===== config.mk =====
export PLATFORM = sky130hd
export DESIGN_NAME = serial_loaded_bank_mapper_flat
export DESIGN_NICKNAME = d
export VERILOG_FILES = /design/src/sv/slbm_pkg.sv /design/src/sv/slbm_if.sv /design/src/sv/slbm_ctrl.sv /design/src/sv/slbm_dp.sv /design/src/sv/serial_loaded_bank_mapper.sv /design/src/flat_wrapper.sv
export SDC_FILE = /design/constraint.sdc
export NUM_CORES = 1
export LEC_CHECK = 0
export BUFFER_PORTS_ARGS = -buffer_cell sky130_fd_sc_hd__buf_2
export CELL_PAD_IN_SITES_DETAIL_PLACEMENT = 0
export CELL_PAD_IN_SITES_GLOBAL_PLACEMENT = 1
export CORE_MARGIN = 5
export CORE_UTILIZATION = 36
export DETAILED_ROUTE_END_ITERATION = 10
export PLACE_DENSITY = 0.76
export SKIP_CTS_REPAIR_TIMING = 1
export SYNTH_ARGS = -nofsm -noshare
export SYNTH_HDL_FRONTEND = slang
export SYNTH_SLANG_ARGS = --single-unit
export TNS_END_PERCENT = 1

===== constraint.sdc =====
create_clock -name clk -period 3.1 [get_ports clk]
set_input_delay 0.155 -clock clk [delete_from_list [all_inputs] [get_ports clk]]
set_output_delay 0.155 -clock clk [all_outputs]
set_load 0.01 [all_outputs]

===== src/sv/slbm_pkg.sv =====
// Package for the serial loaded bank mapper: codes, widths and controller/datapath types.
package slbm_pkg;

    localparam int MODE_W   = 2;
    localparam int ADDR_W   = 16;
    localparam int DATA_W   = 8;
    localparam int REGION_W = 3;
    localparam int MAP_W    = 18;
    localparam int MIR_W    = 2;
    localparam int CFG_IDX_W  = 1;
    localparam int CFG_DATA_W = 5;
    localparam int BANK_W   = 4;
    localparam int REG5_W   = 5;

    localparam logic [MODE_W-1:0] MODE_CPU_READ  = 2'd0;
    localparam logic [MODE_W-1:0] MODE_CPU_WRITE = 2'd1;
    localparam logic [MODE_W-1:0] MODE_PPU_READ  = 2'd2;

    localparam logic [REGION_W-1:0] REGION_NONE    = 3'd0;
    localparam logic [REGION_W-1:0] REGION_PRG_RAM = 3'd1;
    localparam logic [REGION_W-1:0] REGION_PRG_ROM = 3'd2;
    localparam logic [REGION_W-1:0] REGION_CHR     = 3'd3;
    localparam logic [REGION_W-1:0] REGION_REG_WR  = 3'd4;

    localparam logic [MIR_W-1:0] MIR_ONE_LOW  = 2'd0;
    localparam logic [MIR_W-1:0] MIR_ONE_HIGH = 2'd1;
    localparam logic [MIR_W-1:0] MIR_HORIZ    = 2'd2;

    localparam logic [CFG_IDX_W-1:0] CFG_PRG_ROM_BANKS = 1'd0;
    localparam logic [CFG_IDX_W-1:0] CFG_CHR_IS_RAM    = 1'd1;

    localparam logic [1:0] SEL_CONTROL  = 2'd0;
    localparam logic [1:0] SEL_CHR_LOW  = 2'd1;
    localparam logic [1:0] SEL_CHR_HIGH = 2'd2;
    localparam logic [1:0] SEL_PRG      = 2'd3;

    localparam logic [REG5_W-1:0] CONTROL_RESET = 5'h0C;
    localparam logic [REG5_W-1:0] PRG_BANKS_RESET = 5'd16;
    localparam logic [REG5_W-1:0] PRG_BANKS_MAX   = 5'd16;
    localparam logic [2:0]        SHIFT_FULL      = 3'd5;

    typedef struct packed {
        logic       accept;
        logic       step;
        logic [1:0] bit_idx;
        logic       load;
    } slbm_cmd_t;

    typedef struct packed {
        logic out_free;
    } slbm_sts_t;

endpackage


===== src/sv/slbm_if.sv =====
// Channel interfaces: bus access requests, mapped results and configuration writes.
interface slbm_req_if;
    logic                              valid;
    logic                              ready;
    logic [slbm_pkg::MODE_W-1:0]       mode;
    logic [slbm_pkg::ADDR_W-1:0]       address;
    logic [slbm_pkg::DATA_W-1:0]       write_value;

    modport source (output valid, output mode, output address, output write_value,
                    input ready);
    modport sink   (input valid, input mode, input address, input write_value,
                    output ready);
endinterface

interface slbm_rsp_if;
    logic                              valid;
    logic                              ready;
    logic [slbm_pkg::REGION_W-1:0]     region;
    logic [slbm_pkg::MAP_W-1:0]        mapped_address;
    logic [slbm_pkg::MIR_W-1:0]        mirroring;

    modport source (output valid, output region, output mapped_address, output mirroring,
                    input ready);
    modport sink   (input valid, input region, input mapped_address, input mirroring,
                    output ready);
endinterface

interface slbm_cfg_if;
    logic                              valid;
    logic                              ready;
    logic [slbm_pkg::CFG_IDX_W-1:0]    index;
    logic [slbm_pkg::CFG_DATA_W-1:0]   data;

    modport source (output valid, output index, output data, input ready);
    modport sink   (input valid, input index, input data, output ready);
endinterface


===== src/sv/slbm_ctrl.sv =====
// Sequencer: accepts an access, runs the four-step bank remainder, then loads the result.
module slbm_ctrl (
    input  logic                   clk,
    input  logic                   rst_n,
    input  logic                   req_valid,
    output logic                   req_ready,
    input  slbm_pkg::slbm_sts_t    sts,
    output slbm_pkg::slbm_cmd_t    cmd
);
    import slbm_pkg::*;

    localparam logic [1:0] S_IDLE = 2'd0;
    localparam logic [1:0] S_DIV  = 2'd1;
    localparam logic [1:0] S_LOAD = 2'd2;

    logic [1:0] state_reg, state_next;
    logic [1:0] cnt_reg, cnt_next;

    assign req_ready = (state_reg == S_IDLE);

    always_comb
    begin
        state_next  = state_reg;
        cnt_next    = cnt_reg;
        cmd.accept  = 1'b0;
        cmd.step    = 1'b0;
        cmd.bit_idx = cnt_reg;
        cmd.load    = 1'b0;
        unique case (state_reg)
            S_IDLE:
            begin
                if (req_valid)
                begin
                    cmd.accept = 1'b1;
                    cnt_next   = 2'd3;
                    state_next = S_DIV;
                end
            end
            S_DIV:
            begin
                cmd.step = 1'b1;
                cnt_next = cnt_reg - 2'd1;
                if (cnt_reg == 2'd0)
                    state_next = S_LOAD;
            end
            S_LOAD:
            begin
                if (sts.out_free)
                begin
                    cmd.load   = 1'b1;
                    state_next = S_IDLE;
                end
            end
            default:
            begin
                state_next = S_IDLE;
            end
        endcase
    end

    always_ff @(posedge clk or negedge rst_n)
    begin
        if (!rst_n)
        begin
            state_reg <= S_IDLE;
            cnt_reg   <= 2'd0;
        end
        else
        begin
            state_reg <= state_next;
            cnt_reg   <= cnt_next;
        end
    end

endmodule


===== src/sv/slbm_dp.sv =====
// Datapath: mapper registers, serial loader, bank remainder unit and result register.
module slbm_dp (
    input  logic                                  clk,
    input  logic                                  rst_n,
    input  slbm_pkg::slbm_cmd_t                   cmd,
    output slbm_pkg::slbm_sts_t                   sts,
    input  logic [slbm_pkg::MODE_W-1:0]           req_mode,
    input  logic [slbm_pkg::ADDR_W-1:0]           req_address,
    input  logic [slbm_pkg::DATA_W-1:0]           req_write_value,
    input  logic                                  cfg_we,
    input  logic [slbm_pkg::CFG_IDX_W-1:0]        cfg_index,
    input  logic [slbm_pkg::CFG_DATA_W-1:0]       cfg_data,
    output logic                                  rsp_valid,
    input  logic                                  rsp_ready,
    output logic [slbm_pkg::REGION_W-1:0]         rsp_region,
    output logic [slbm_pkg::MAP_W-1:0]            rsp_mapped_address,
    output logic [slbm_pkg::MIR_W-1:0]            rsp_mirroring
);
    import slbm_pkg::*;

    logic [REG5_W-1:0]   prg_rom_banks_reg;
    logic                chr_is_ram_reg;
    logic [REG5_W-1:0]   shift_bits_reg, shift_bits_next;
    logic [2:0]          shift_count_reg, shift_count_next;
    logic [REG5_W-1:0]   control_reg, control_next;
    logic [REG5_W-1:0]   chr_low_reg, chr_low_next;
    logic [REG5_W-1:0]   chr_high_reg, chr_high_next;
    logic [REG5_W-1:0]   prg_bank_reg, prg_bank_next;

    logic [MODE_W-1:0]   mode_reg;
    logic [ADDR_W-1:0]   addr_reg;
    logic [BANK_W-1:0]   dividend_reg;
    logic [REG5_W-1:0]   divisor_reg;
    logic [REG5_W-1:0]   rem_reg, rem_next;

    logic                out_valid_reg;
    logic [REGION_W-1:0] region_reg, region_next;
    logic [MAP_W-1:0]    mapped_reg, mapped_next;
    logic [MIR_W-1:0]    mirror_reg, mirror_next;

    logic [REG5_W-1:0]   eff_banks;
    logic [BANK_W-1:0]   last_bank;
    logic [BANK_W-1:0]   prg_sel_bank;
    logic                high_half;
    logic [REG5_W-1:0]   shifted;
    logic [2:0]          count_inc;
    logic                serial_wr;
    logic [REG5_W-1:0]   rem_shift;
    logic [REG5_W-1:0]   chr_bank;
    logic [12:0]         chr_addr;

    assign sts.out_free = !out_valid_reg || rsp_ready;

    // PRG size clamped to 1..16
    always_comb
    begin
        if (prg_rom_banks_reg == '0)
            eff_banks = 5'd1;
        else if (prg_rom_banks_reg > PRG_BANKS_MAX)
            eff_banks = PRG_BANKS_MAX;
        else
            eff_banks = prg_rom_banks_reg;
    end

    assign last_bank = BANK_W'(eff_banks - 5'd1);
    assign high_half = req_address[14];

    always_comb
    begin
        case (control_reg[3:2])
            2'd2:    prg_sel_bank = high_half ? prg_bank_reg[3:0] : '0;
            2'd3:    prg_sel_bank = high_half ? last_bank : prg_bank_reg[3:0];
            default: prg_sel_bank = {prg_bank_reg[3:1], high_half};
        endcase
    end

    // serial loader
    assign serial_wr = cmd.accept && (req_mode == MODE_CPU_WRITE) && req_address[15];
    assign shifted   = {req_write_value[0], shift_bits_reg[4:1]};
    assign count_inc = shift_count_reg + 3'd1;

    always_comb
    begin
        shift_bits_next  = shift_bits_reg;
        shift_count_next = shift_count_reg;
        control_next     = control_reg;
        chr_low_next     = chr_low_reg;
        chr_high_next    = chr_high_reg;
        prg_bank_next    = prg_bank_reg;
        if (serial_wr)
        begin
            if (req_write_value[7])
            begin
                shift_bits_next  = '0;
                shift_count_next = '0;
                control_next     = control_reg | CONTROL_RESET;
            end
            else if (count_inc == SHIFT_FULL)
            begin
                shift_bits_next  = '0;
                shift_count_next = '0;
                unique case (req_address[14:13])
                    SEL_CONTROL:  control_next  = shifted;
                    SEL_CHR_LOW:  chr_low_next  = shifted;
                    SEL_CHR_HIGH: chr_high_next = shifted;
                    SEL_PRG:      prg_bank_next = shifted;
                    default:      prg_bank_next = shifted;
                endcase
            end
            else
            begin
                shift_bits_next  = shifted;
                shift_count_next = count_inc;
            end
        end
    end

    // restoring remainder, one dividend bit per step
    assign rem_shift = {rem_reg[3:0], dividend_reg[cmd.bit_idx]};

    always_comb
    begin
        if (cmd.accept)
            rem_next = '0;
        else if (cmd.step)
            rem_next = (rem_shift >= divisor_reg) ? rem_shift - divisor_reg : rem_shift;
        else
            rem_next = rem_reg;
    end

    // result formation
    assign chr_addr = addr_reg[12:0];

    always_comb
    begin
        if (!control_reg[4])
            chr_bank = {chr_low_reg[4:1], chr_addr[12]};
        else
            chr_bank = chr_addr[12] ? chr_high_reg : chr_low_reg;
    end

    always_comb
    begin
        region_next = REGION_NONE;
        mapped_next = '0;
        case (mode_reg)
            MODE_CPU_READ:
            begin
                if (addr_reg[15])
                begin
                    region_next = REGION_PRG_ROM;
                    mapped_next = {rem_reg[3:0], addr_reg[13:0]};
                end
                else if (addr_reg[14:13] == 2'b11)
                begin
                    region_next = REGION_PRG_RAM;
                    mapped_next = {5'd0, addr_reg[12:0]};
                end
            end
            MODE_CPU_WRITE:
            begin
                if (addr_reg[15])
                    region_next = REGION_REG_WR;
                else if (addr_reg[14:13] == 2'b11)
                begin
                    region_next = REGION_PRG_RAM;
                    mapped_next = {5'd0, addr_reg[12:0]};
                end
            end
            MODE_PPU_READ:
            begin
                region_next = REGION_CHR;
                if (chr_is_ram_reg)
                    mapped_next = {5'd0, chr_addr};
                else
                    mapped_next = {1'b0, chr_bank, chr_addr[11:0]};
            end
            default:
            begin
                region_next = REGION_NONE;
            end
        endcase
    end

    always_comb
    begin
        case (control_reg[1:0])
            2'd1:    mirror_next = MIR_ONE_HIGH;
            2'd3:    mirror_next = MIR_HORIZ;
            default: mirror_next = MIR_ONE_LOW;
        endcase
    end

    always_ff @(posedge clk or negedge rst_n)
    begin
        if (!rst_n)
        begin
            prg_rom_banks_reg <= PRG_BANKS_RESET;
            chr_is_ram_reg    <= 1'b0;
            shift_bits_reg    <= '0;
            shift_count_reg   <= '0;
            control_reg       <= CONTROL_RESET;
            chr_low_reg       <= '0;
            chr_high_reg      <= '0;
            prg_bank_reg      <= '0;
            out_valid_reg     <= 1'b0;
        end
        else
        begin
            if (cfg_we)
            begin
                unique case (cfg_index)
                    CFG_PRG_ROM_BANKS: prg_rom_banks_reg <= cfg_data;
                    CFG_CHR_IS_RAM:    chr_is_ram_reg    <= cfg_data[0];
                    default:           chr_is_ram_reg    <= cfg_data[0];
                endcase
            end
            shift_bits_reg  <= shift_bits_next;
            shift_count_reg <= shift_count_next;
            control_reg     <= control_next;
            chr_low_reg     <= chr_low_next;
            chr_high_reg    <= chr_high_next;
            prg_bank_reg    <= prg_bank_next;
            if (cmd.load)
                out_valid_reg <= 1'b1;
            else if (rsp_ready)
                out_valid_reg <= 1'b0;
        end
    end

    always_ff @(posedge clk)
    begin
        if (cmd.accept)
        begin
            mode_reg     <= req_mode;
            addr_reg     <= req_address;
            dividend_reg <= prg_sel_bank;
            divisor_reg  <= eff_banks;
        end
        rem_reg <= rem_next;
        if (cmd.load)
        begin
            region_reg <= region_next;
            mapped_reg <= mapped_next;
            mirror_reg <= mirror_next;
        end
    end

    assign rsp_valid          = out_valid_reg;
    assign rsp_region         = region_reg;
    assign rsp_mapped_address = mapped_reg;
    assign rsp_mirroring      = mirror_reg;

endmodule


===== src/sv/serial_loaded_bank_mapper.sv =====
// Serial loaded bank mapper top level: sequencer plus datapath.
// Any serial register write is applied at the transfer of a bus access. The sequencer then
// computes the bank remainder modulo the PRG ROM size, one dividend bit per cycle, and then
// loads the result register, after which the result is valid. A result waits in that
// register until it is taken, and the load of the next result waits for it. The input is
// ready again once the result is loaded, so a new access is not accepted before the result
// of the last one is loaded. The configuration port is always ready; the user must write it
// only while no access is in flight, as the block itself does not enforce this.
module serial_loaded_bank_mapper (
    input  logic       clk,
    input  logic       rst_n,
    slbm_req_if.sink   req,
    slbm_rsp_if.source rsp,
    slbm_cfg_if.sink   cfg
);
    import slbm_pkg::*;

    slbm_cmd_t cmd;
    slbm_sts_t sts;

    assign cfg.ready = 1'b1;

    slbm_ctrl u_ctrl (
        .clk       (clk),
        .rst_n     (rst_n),
        .req_valid (req.valid),
        .req_ready (req.ready),
        .sts       (sts),
        .cmd       (cmd)
    );

    slbm_dp u_dp (
        .clk                (clk),
        .rst_n              (rst_n),
        .cmd                (cmd),
        .sts                (sts),
        .req_mode           (req.mode),
        .req_address        (req.address),
        .req_write_value    (req.write_value),
        .cfg_we             (cfg.valid),
        .cfg_index          (cfg.index),
        .cfg_data           (cfg.data),
        .rsp_valid          (rsp.valid),
        .rsp_ready          (rsp.ready),
        .rsp_region         (rsp.region),
        .rsp_mapped_address (rsp.mapped_address),
        .rsp_mirroring      (rsp.mirroring)
    );

endmodule


===== src/flat_wrapper.sv =====
// flat-port wrapper written by rule: the top's interface ports become plain ports
module serial_loaded_bank_mapper_flat import slbm_pkg::*;
  (clk, rst_n, req_valid, req_mode, req_address, req_write_value, req_ready, rsp_valid, rsp_region, rsp_mapped_address, rsp_mirroring, rsp_ready, cfg_valid, cfg_index, cfg_data, cfg_ready);
  slbm_req_if req_i ();
  slbm_rsp_if rsp_i ();
  slbm_cfg_if cfg_i ();
  input  logic clk;
  input  logic rst_n;
  input wire logic [$bits(req_i.valid)-1:0] req_valid;
  input wire logic [$bits(req_i.mode)-1:0] req_mode;
  input wire logic [$bits(req_i.address)-1:0] req_address;
  input wire logic [$bits(req_i.write_value)-1:0] req_write_value;
  output wire logic [$bits(req_i.ready)-1:0] req_ready;
  output wire logic [$bits(rsp_i.valid)-1:0] rsp_valid;
  output wire logic [$bits(rsp_i.region)-1:0] rsp_region;
  output wire logic [$bits(rsp_i.mapped_address)-1:0] rsp_mapped_address;
  output wire logic [$bits(rsp_i.mirroring)-1:0] rsp_mirroring;
  input wire logic [$bits(rsp_i.ready)-1:0] rsp_ready;
  input wire logic [$bits(cfg_i.valid)-1:0] cfg_valid;
  input wire logic [$bits(cfg_i.index)-1:0] cfg_index;
  input wire logic [$bits(cfg_i.data)-1:0] cfg_data;
  output wire logic [$bits(cfg_i.ready)-1:0] cfg_ready;
  assign req_i.valid = req_valid;
  assign req_i.mode = req_mode;
  assign req_i.address = req_address;
  assign req_i.write_value = req_write_value;
  assign req_ready = req_i.ready;
  assign rsp_valid = rsp_i.valid;
  assign rsp_region = rsp_i.region;
  assign rsp_mapped_address = rsp_i.mapped_address;
  assign rsp_mirroring = rsp_i.mirroring;
  assign rsp_i.ready = rsp_ready;
  assign cfg_i.valid = cfg_valid;
  assign cfg_i.index = cfg_index;
  assign cfg_i.data = cfg_data;
  assign cfg_ready = cfg_i.ready;
  serial_loaded_bank_mapper u_core (.clk(clk), .rst_n(rst_n), .req(req_i), .rsp(rsp_i), .cfg(cfg_i));
endmodule

Yosys cells after proc, flatten, opt, wreduce, memory -nomap -nowiden. Index checks and enable logic that the tools add are counted.

Register bits after elaboration: 92. Output and inout bits: 26.

Equality and inequality tests: 17. Bitwise gates (word level): 2. Order comparisons: 3. Add/sub/neg operators: 4. Muxes and demuxes: 40. Reductions and logical operators: 22.

Operators by type and width (count): $pmux W18 S3 (1); $mux W18 (2); $mux W5 (6); $mux W4 (6); $mux W17 (1); $eq A2 B2 Y1 const B (8); $reduce_and A4 Y1 (4); $mux W13 (1); $eq A2 B1 Y1 const B (5); $mux W2 (5); $mux W1 (9); $mux W3 (3); $pmux W3 S3 (1); $logic_not A2 Y1 (4); $pmux W2 S2 (2); $pmux W4 S2 (1); $reduce_bool A2 Y1 (4); $pmux W2 S3 (1); $reduce_and A2 Y1 (3); $reduce_and A3 Y1 (2); $ge A5 B5 Y1 (1); $gt A5 B5 Y1 const B (1); $logic_not A5 Y1 (1); $ne A2 B2 Y1 const B (2); other kinds (12) (14).

Logic depth before layout (Yosys ltp). Gate-level depths: netlist of the first run.

Depth after elaboration: 6. Gate-level depth with buffers: 8. Mapped depth without buffers: 8.

By module. Synthesis of the first run repeated with hierarchy kept, for this count alone.

Cells, all modules: 279. Area, all modules: 3880.0 um^2.

By module, submodules not included: slbm_dp (times used 1, seq. area each 2411.1 um^2, cells each 257, area each 3659.8 um^2); slbm_ctrl (times used 1, seq. area each 100.1 um^2, cells each 20, area each 209.0 um^2); serial_loaded_bank_mapper (times used 1, seq. area each 0.0 um^2, cells each 2, area each 11.3 um^2).

Worst setup path before layout of the first run. Ideal clock, no wire load.

Path kind: reg2reg. Start: register u_core.u_ctrl.state_reg[1]. End: register u_core.u_dp.prg_bank_reg[0]. Setup time: 125 ps. Cell stages (with the launch flop): 8. Setup slack: 864 ps. Arrival time: 2111 ps. Buffers on the path: 2. Period minus slack after synthesis: 2236 ps. Cell sequence: dfrtp_1 or3b_4 or3_1 buf_6 nor3_2 and3_1 buf_6 mux2_4.

Longest elaborated chain between the ends: 5.

Ends and longest elaborated chain: start: declaration (RTL line slbm_ctrl.sv:16) `logic [1:0] state_reg, state_next;`; start signal: assignment (RTL line slbm_ctrl.sv:70) `state_reg <= state_next;`; $logic_not A2 Y1 (RTL line slbm_ctrl.sv:29) `unique case (state_reg)`; $mux W1 (RTL line slbm_ctrl.sv:29); $logic_and A1 B1 Y1 (2 in a row) (RTL line slbm_dp.sv:78) `assign serial_wr = cmd.accept && (req_mode == MODE_CPU_WRITE) && req_address[15];`; $reduce_and A4 Y1 (no line); end signal: assignment (RTL line slbm_dp.sv:223) `prg_bank_reg <= prg_bank_next;`; end: declaration (RTL line slbm_dp.sv:28) `logic [REG5_W-1:0] prg_bank_reg, prg_bank_next;`.

Every way passes these cells. A chain may end at the register's enable or synchronous reset.

Final worst setup path of the first run.
Start: register u_core.u_ctrl.state_reg[1]. End: register u_core.u_dp.prg_bank_reg[2].

Same word-level chain as after synthesis.

==> run metrics, run 1 <==
status completed; Via Count 2370; maximum number of pins on one net before global-route repair 38; most frequent cells in the layout buf_2, edfxtp_1, dfrtp_1; Layout fillers 1001; critical path class register to register; period utilisation layout 81.51%; tightest slew margin relative to the limit between 30 and 40%; overall die height 114.0 um; slowest stage cell, crit path or3_1; worst-case clock buffer depth 2; number of synthesized register bits 91; final layout net count 409; Pwr per Cell Area 670.7 nW/um^2; clock sink total 91; width of the die 114.0 um; number of flip-flops under the largest register name 18; clock slew at the register clock pins of the worst setup and hold paths ~0.09 ns; fraction of final layout cells with drive strength greater than 1 28.88%; mean instance size in the synthesized netlist 13.71 um^2; Critical Path Sink Type register; effective utilization at floorplan 36.41%; commonest non-fill, non-tap cell in the layout buf_2; Mapped Area 3895 um^2; Post-synth EDFFs 50; number of detailed-route iterations in the first pass 4; Leak Pwr 2.020 nW; Skew-Pair Late Insertion Delay 0.36 ns; count of antenna diodes in the layout 0; actual transition at the worst max-transition pin 0.9699 ns; worst vdd rail ir drop approximately 0.27 mV; worst clock skew 0.01255 ns; port buffer count 55; Min-Delay Path Class input pin to register; Final Hold Viols 0; CP Data Arrival Time 2.77 ns; Die Area 13000 um^2; total half-perimeter wirelength after legalization and detailed placement between 5000 and 6000 um; sequential-to-total area share from yosys stat 64.47%; max capacitance violation total 0; top-level port count 63; worst slack on hold paths 0.02194 ns; Layout area overhead 20.08%; number of global-route vias before repair 2276; Max H-tree Level 3; wire length per cell between 10 and 15 um; DR vias/cell ~4.7; clock tree root driver cell clkbuf_8; warnings from Yosys 0; slowest cell delay on critical path about 0.53 ns; Cell variety after synth 47; required arrival time at the worst endpoint 3.35 ns; total negative slack for setup checks 0 ns; unrepaired setup endpoints after global routing false; area used by sequential logic in the layout between 2000 and 3000 um^2; Mapped Nets 331; initial antenna violation count 0; area used by multi-input combinational logic 1281 um^2; element type at the critical path start register; antenna-violating nets left 0; aggregate routed wire length between 7000 and 8000 um; most frequently used flop master after synthesis edfxtp_1; Final Max Slew Viols 0; Core Box Area 10700 um^2; crit-path cells or3b_4 > or3_1 > nor3_2 > and3_1 > mux2_4; timing-limited maximum frequency 0.3958 GHz; wire length of the first global-routing pass about 11000 um; number of design rule violations left after detail routing 0; global-route congestion overflow total 0; drt initial violations 129; clock tree from TritonCTS built; routability-driven placement congestion ratio 0.7652; number of buffers created by CTS 9; minimum clock period around 2.5 ns; Post-synth ARST share around 41%; count of standard-cell rows 38; global-route usage over all layers 11.22%; number of standard cells after synthesis roughly 280; critical-path maximum fanout 9; setup violators final 0
[cells by family (layout without fill, tap and decap cells)]
logic type | count (synthesis) | after routing | synth area share (%)
buffers and inverters | 23 | 106 | 2.698
other | 1 | 1 | 0.09628
flip-flops | 91 | 91 | 64.47
AND/OR/NAND/NOR | 80 | 80 | 11.37
adder cells (fa/ha/maj) | 10 | 10 | 3.405
XOR/XNOR | 3 | 3 | 0.6747
AO/OA/AOI/OAI | 45 | 45 | 7.838
multiplexers | 31 | 31 | 9.444
[path summary, 6_finish.rpt]
kind / startpoint / depth (start not counted) / slack [ns] / to
min reg2reg: u_core.u_dp.chr_high_reg[4]$_DFFE_PN0P_ / 1 / 0.51 / u_core.u_dp.chr_high_reg[4]$_DFFE_PN0P_
max reg2reg: u_core.u_ctrl.state_reg[1]$_DFFE_PN0P_ / 5 / 0.57 / u_core.u_dp.prg_bank_reg[2]$_DFFE_PN0P_
max: u_core.u_ctrl.state_reg[1]$_DFFE_PN0P_ / 5 / 0.57 / u_core.u_dp.prg_bank_reg[2]$_DFFE_PN0P_
min in group asynchronous: rst_n / 2 / 0.42 / u_core.u_dp.chr_low_reg[0]$_DFFE_PN0P_
min: req_mode[1] / 1 / 0.02 / u_core.u_dp.mode_reg[1]$_DFFE_PP_
max in group asynchronous: rst_n / 2 / 2.16 / u_core.u_dp.chr_is_ram_reg$_DFFE_PN0P_
[stage by stage]
step           util, %  instance area [um^2]  worst slack [ns]  power, mW  instances
4_1_cts          42.22                  4517            0.5870      3.155        491
3_5_place_dp     40.40                  4322            0.5927      2.394        475
3_3_place_gp     40.40                  4322            0.6549      2.359        475
6_report         43.72                  4677            0.5733      3.137        507
2_1_floorplan        -                  3895            0.8636      2.156        284
5_1_grt          43.72                  4677            0.4835      3.339        507
[worst max-delay path, delay by kind of cell, from the launching register on]
family / cells / cell delay [ns]
flip-flops: 1 / 0.43
AND/OR/NAND/NOR: 4 / 1.67
multiplexers: 1 / 0.32
[synthesized netlist by cell type (3+ instances only)]
cell type | n | area share (%)
dfxtp_1 | 4 | 2.1
clkbuf_1 | 3 | 0.29
edfxtp_1 | 50 | 39
nor2_1 | 8 | 0.77
mux2_2 | 20 | 5.8
nor2b_1 | 7 | 1.1
a22o_1 | 7 | 1.6
mux2_4 | 4 | 1.5
nand2b_1 | 6 | 0.96
o21ai_0 | 15 | 1.9
nand2_1 | 23 | 2.2
a21oi_1 | 5 | 0.64
o2bb2ai_1 | 3 | 0.67
o311ai_0 | 3 | 0.67
nand3_1 | 4 | 0.51
inv_1 | 17 | 1.6
nor3_1 | 3 | 0.39
dfrtp_1 | 34 | 22
and2_1 | 14 | 2.2
ha_1 | 9 | 2.9
dfstp_2 | 3 | 2.0
mux2i_1 | 6 | 1.5
[metal layers]
metal	vias to the layer above	global-route usage, %	wire [um]
met2	45	17.92	3436
met1	1124	14.30	3135
met4	0	5.146	153
li1	1190	-	-
met5	-	0	0
met3	11	2.971	351
[final cells by class]
cell class | count | share of cell area, %
Tap cell | 140 | 3.745
Clock buffer | 9 | 2.648
Multi-Input combinational cell | 170 | 27.39
Inverter | 17 | 1.364
Timing Repair Buffer | 73 | 9.631
Sequential cell | 91 | 53.69
Clock inverter | 7 | 1.525
[power breakdown]
| part | leakage [nW] | total (mW) | internal [mW] | switching, mW |
|---|---|---|---|---|
| Sequential | 0.977 | 1.65 | 1.52 | 0.129 |
| Clock | 0.0991 | 0.764 | 0.313 | 0.450 |
| Combinational | 0.944 | 0.726 | 0.320 | 0.406 |
| Total | 2.02 | 3.14 | 2.15 | 0.985 |
(Power assumes the default switching activity.)
==> run 2, diff against run 1 <==
==> constraint.sdc (replaced) <==
create_clock -name clk -period 2.6 [get_ports clk]
set_input_delay 0.13 -clock clk [delete_from_list [all_inputs] [get_ports clk]]
set_output_delay 0.13 -clock clk [all_outputs]
set_load 0.01 [all_outputs]
==> run 2 against run 1 <==
- core utilization rose by 0.80 points
- power is 22% higher
- clock power is 27% higher
- non-clock buffer count rose by 7
- clock-buffer cell count up 1
- combinational power grew 25%
- first-iteration DRC count rose by 7.0%
- global-route usage rose by 0.053 points
- cell area rose by 1.8%
==> run metrics, run 2 (synthesis gave the netlist of run 1 again) <==
post-layout instance area 4762 um^2; Die Area 13000 um^2; number of detailed-route iterations in the first pass 4; most frequent cells in the layout buf_2, edfxtp_1, dfrtp_1; Skew-Pair Late Insertion Delay between 0.3 and 0.4 ns; count of standard-cell rows 38; Core Box Area 10700 um^2; clock sink total 91; Cells after DPL 479; width of the die 114.0 um; required arrival time at the worst endpoint roughly 2.8 ns; origin of the critical flop-to-flop path u_core.u_ctrl.state_reg[1]$_DFFE_PN0P_; startpoint of the tightest hold check path cfg_data[3]; post-layout worst setup margin 0.2789 ns; area used by sequential logic in the layout 2511 um^2; DR vias/cell 4.623; Final Hold Viols 0; area used by multi-input combinational logic between 1000 and 1500 um^2; Leak Pwr 2.064 nW; fraction of final layout cells with drive strength greater than 1 slightly below 30%; total negative slack for setup checks 0 ns; unrepaired setup endpoints after global routing false; number of global-route vias before repair 2323; Final Max Slew Viols 0; clock tree root driver cell clkbuf_8; number of flip-flops under the largest register name 18; Largest delay share family, worst path simple AND/OR/NAND/NOR gates; clock slew at the register clock pins of the worst setup and hold paths roughly 0.090 ns; worst vdd rail ir drop around 0.28 mV; final layout net count 416; status completed; wire length of the first global-routing pass 11310 um; initial antenna violation count 0; clock tree from TritonCTS built; wire length per cell between 10 and 15 um; total half-perimeter wirelength after legalization and detailed placement about 5000 um; routability-driven placement congestion ratio slightly below 0.8; Layout fillers 983; Max H-tree Level 3; crit-path cells or3b_4 > or3_1 > nor3_2 > and3_1 > mux2_4; aggregate routed wire length 6975 um; overall die height 114.0 um; drt initial violations 138; Min-Delay Path Class input pin to register; slowest cell delay on critical path 0.52 ns; port buffer count 55; Via Count 2376; effective utilization at floorplan 36.41%; Critical Path Sink Type register; final instance count without filler cells 514; Total Power Consumption between 3 and 4 mW; worst slack after detailed placement 0.2936 ns; number of buffers created by CTS 9; max capacitance violation total 0; global-route usage over all layers a little under an eighth; slowest stage cell, crit path or3_1; antenna-violating nets left 0; element type at the critical path start register; commonest non-fill, non-tap cell in the layout buf_2; placed cell area 4364 um^2; worst clock skew 0.006789 ns; global-route congestion overflow total 0; top-level port count 63; maximum number of pins on one net before global-route repair 38; CP Data Arrival Time 2.56 ns; crit path buf inv count 0; number of design rule violations left after detail routing 0; critical-path maximum fanout 9; setup violators final 0; count of antenna diodes in the layout 0; minimum clock period 2.321 ns; tightest slew margin relative to the limit roughly 43%; Pwr per Cell Area 806.5 nW/um^2; Layout area overhead 22.26%; period utilisation layout 89.27%; critical path class register to register; actual transition at the worst max-transition pin 0.8513 ns; worst-case clock buffer depth 2; timing-limited maximum frequency approximately 0.43 GHz; Worst setup startpoint u_core.u_ctrl.state_reg[1]$_DFFE_PN0P_
==> run 2: report_power, final <==
| part | internal (mW) | switching, mW | leakage [nW] |
|---|---|---|---|
| clock | 0.479 | 0.495 | 0.107 |
| sequential | 1.81 | 0.151 | 0.977 |
| combinational | 0.414 | 0.491 | 0.980 |
==> run 2: area by class of cell <==
type / instances / share of cell area [%]
sequential: 91 / 52.73
multi-input combinational: 170 / 26.90
timing repair buffer: 80 / 10.98
tap: 140 / 3.678
clock buffer: 10 / 2.890
clock inverter: 6 / 1.471
inverter: 17 / 1.340
==> run 2: path summary, 6_finish.rpt <==
| path | slack [ns] | depth (start not counted) | endpoint |
|---|---|---|---|
| hold reg to reg | 0.51 | 2 | u_core.u_dp.shift_count_reg[2]$_DFFE_PN0P_ |
| min in group asynchronous | 0.42 | 2 | u_core.u_ctrl.state_reg[1]$_DFFE_PN0P_ |
| max in group asynchronous | 1.64 | 2 | u_core.u_dp.prg_bank_reg[1]$_DFFE_PN0P_ |
| setup / recovery | 0.28 | 5 | u_core.u_dp.prg_bank_reg[2]$_DFFE_PN0P_ |
| hold / removal | 0.01 | 2 | u_core.u_dp.prg_rom_banks_reg[3]$_DFFE_PN0P_ |
| setup reg to reg | 0.28 | 5 | u_core.u_dp.prg_bank_reg[2]$_DFFE_PN0P_ |
==> run 2: layer usage <==
layer  vias up  wire length (um)  track usage (%)
li1       1196                 -                -
met3         8               308            2.971
met4         0               104            5.463
met1      1133              3217            14.38
met5         -                 0                0
met2        39              3344            17.84
==> run 2: metrics by stage <==
stage / util, % / hold WS, ns
floorplan: - / -0.1656
global placement: 40.80 / 0.2756
detailed placement: 40.80 / 0.2893
CTS: 42.74 / -0.1043
global route: 44.51 / 0.00005418
finish: 44.51 / 0.01114
==> run 3, diff against run 2 <==
--- a/config.mk
+++ b/config.mk
@@ -9,9 +9,9 @@
 export CELL_PAD_IN_SITES_DETAIL_PLACEMENT = 0
 export CELL_PAD_IN_SITES_GLOBAL_PLACEMENT = 1
 export CORE_MARGIN = 5
-export CORE_UTILIZATION = 36
+export CORE_UTILIZATION = 45
 export DETAILED_ROUTE_END_ITERATION = 10
-export PLACE_DENSITY = 0.76
+export PLACE_DENSITY = 0.89
 export SKIP_CTS_REPAIR_TIMING = 1
 export SYNTH_ARGS = -nofsm -noshare
 export SYNTH_HDL_FRONTEND = slang
==> run 3 against run 2 <==
- wire length grew 0.65%
- hold slack improved by 0.012 ns
- sequential share of layout area increased by 1.0 points
- worst setup slack worse by 0.019 ns
- non-clock buffer count decreased by 2
- final cell count shrank 6.6%
- critical endpoint unchanged
==> run metrics, run 3 (synthesis gave the netlist of run 1 again) <==
status completed; number of detailed-route iterations in the first pass 4; final instance count without filler cells 480; period utilisation layout 90.01%; port buffer count 55; Critical Path Sink Type register; critical path class register to register; actual transition at the worst max-transition pin approximately 0.84 ns; number of design rule violations left after detail routing 0; wire length per cell 14.63 um; critical-path maximum fanout 9; Final Util 54.37%; Max H-tree Level 3; initial antenna violation count 0; total negative slack for setup checks 0 ns; clock slew at the register clock pins of the worst setup and hold paths 0.09 ns; top-level port count 63; Worst R2R Setup Slack 0.26 ns; Final Hold Viols 0; number of flip-flops under the largest register name 18; drt initial violations 106; area used by sequential logic in the layout ~2500 um^2; Skew-Pair Late Insertion Delay 0.35 ns; worst-case clock buffer depth 2; Layout fillers approximately 700; clock tree from TritonCTS built; antenna-violating nets left 0; total half-perimeter wirelength after legalization and detailed placement around 5000 um; Leak Pwr 2.034 nW; clock sink total 91; number of buffers created by CTS 9; final layout net count slightly above 400; tightest slew margin relative to the limit 43.68%; DR vias/cell 5.033; wire length of the first global-routing pass 11300 um; effective utilization at floorplan 45.33%; aggregate routed wire length ~7000 um; number of global-route vias before repair 2310; count of antenna diodes in the layout 0; setup violators final 0; Pwr per Cell Area 792.5 nW/um^2; Final Max Slew Viols 0; fraction of final layout cells with drive strength greater than 1 29.30%; Core Box Area 8593 um^2; minimum clock period roughly 2.3 ns; Via Count 2416; global-route congestion overflow total 0; worst vdd rail ir drop 0.3563 mV; Min-Delay Path Class input pin to register; CP Data Arrival Time 2.58 ns; most frequent cells in the layout buf_2, edfxtp_1, dfrtp_1; width of the die 103.0 um; Layout area overhead 19.95%; required arrival time at the worst endpoint 2.84 ns; timing-limited maximum frequency between 0.4 and 0.5 GHz; max capacitance violation total 0; worst clock skew 0.007358 ns; unrepaired setup endpoints after global routing false; Die Area between 10000 and 15000 um^2; area used by multi-input combinational logic 1281 um^2; global-route usage over all layers 13.97%; Total Power Consumption 3.703 mW; element type at the critical path start register; routability-driven placement congestion ratio 0.7414; count of standard-cell rows 34; clock tree root driver cell clkbuf_8; maximum number of pins on one net before global-route repair 38; Cells after DPL around 450; commonest non-fill, non-tap cell in the layout buf_2; overall die height ~100 um
run 3: cell count changes in the layout (fill, tap and decap cells not counted), sizes merged:
cell and delta:
clkinvlp +2, buf -1, bufinv -1, clkbuf -1
dlygate4sd3 -1
run 3: final timing paths:
path / from / endpoint / cells past startpoint
max in group asynchronous: rst_n / u_core.u_dp.shift_count_reg[1]$_DFFE_PN0P_ / 2
worst max-delay path: u_core.u_ctrl.state_reg[1]$_DFFE_PN0P_ / u_core.u_dp.prg_bank_reg[2]$_DFFE_PN0P_ / 5
min in group asynchronous: rst_n / u_core.u_ctrl.cnt_reg[1]$_DFFE_PN0P_ / 2
worst min-delay path: cfg_data[2] / u_core.u_dp.prg_rom_banks_reg[2]$_DFFE_PN0P_ / 2
worst max register to register: u_core.u_ctrl.state_reg[1]$_DFFE_PN0P_ / u_core.u_dp.prg_bank_reg[2]$_DFFE_PN0P_ / 5
worst min register to register: u_core.u_dp.shift_count_reg[2]$_DFFE_PN0P_ / u_core.u_dp.shift_count_reg[2]$_DFFE_PN0P_ / 2
run 3: cell type report:
class | instances | area share [%]
Timing Repair Buffer | 78 | 10.82
Multi-Input combinational cell | 170 | 27.42
Clock inverter | 7 | 1.098
Clock buffer | 9 | 2.651
Sequential cell | 91 | 53.75
Tap cell | 108 | 2.892
Inverter | 17 | 1.366
run 3: through the flow:
stage	hold slack, ns	instance area (um^2)	setup WS, ns
finish	0.02316	4672	0.2596
global route	0.002145	4672	0.08532
floorplan	-0.1656	3895	0.3636
CTS	-0.1079	4492	0.2761
detailed placement	0.2886	4317	0.2867
global placement	0.2688	4317	0.3237
run 3: power by group:
group	leakage, nW	internal [mW]	switching (mW)
logic	0.971	0.398	0.490
clock network	0.0860	0.352	0.497
registers	0.977	1.81	0.155
total	2.03	2.56	1.14
run 3: worst max-delay path, stage by stage (launching register included):
cell	delay, ns
dfrtp_1	0.43
or3b_4	0.44
or3_1	0.53
nor3_2	0.18
and3_1	0.33
mux2_4	0.33
run 3: routing by layer:
layer	wire [um]	track usage, %	vias to the layer above
li1	-	-	1194
met1	3127	17.87	1170
met2	3459	23.09	43
met3	319	3.518	9
met4	113	5.080	0
met5	0	0	-
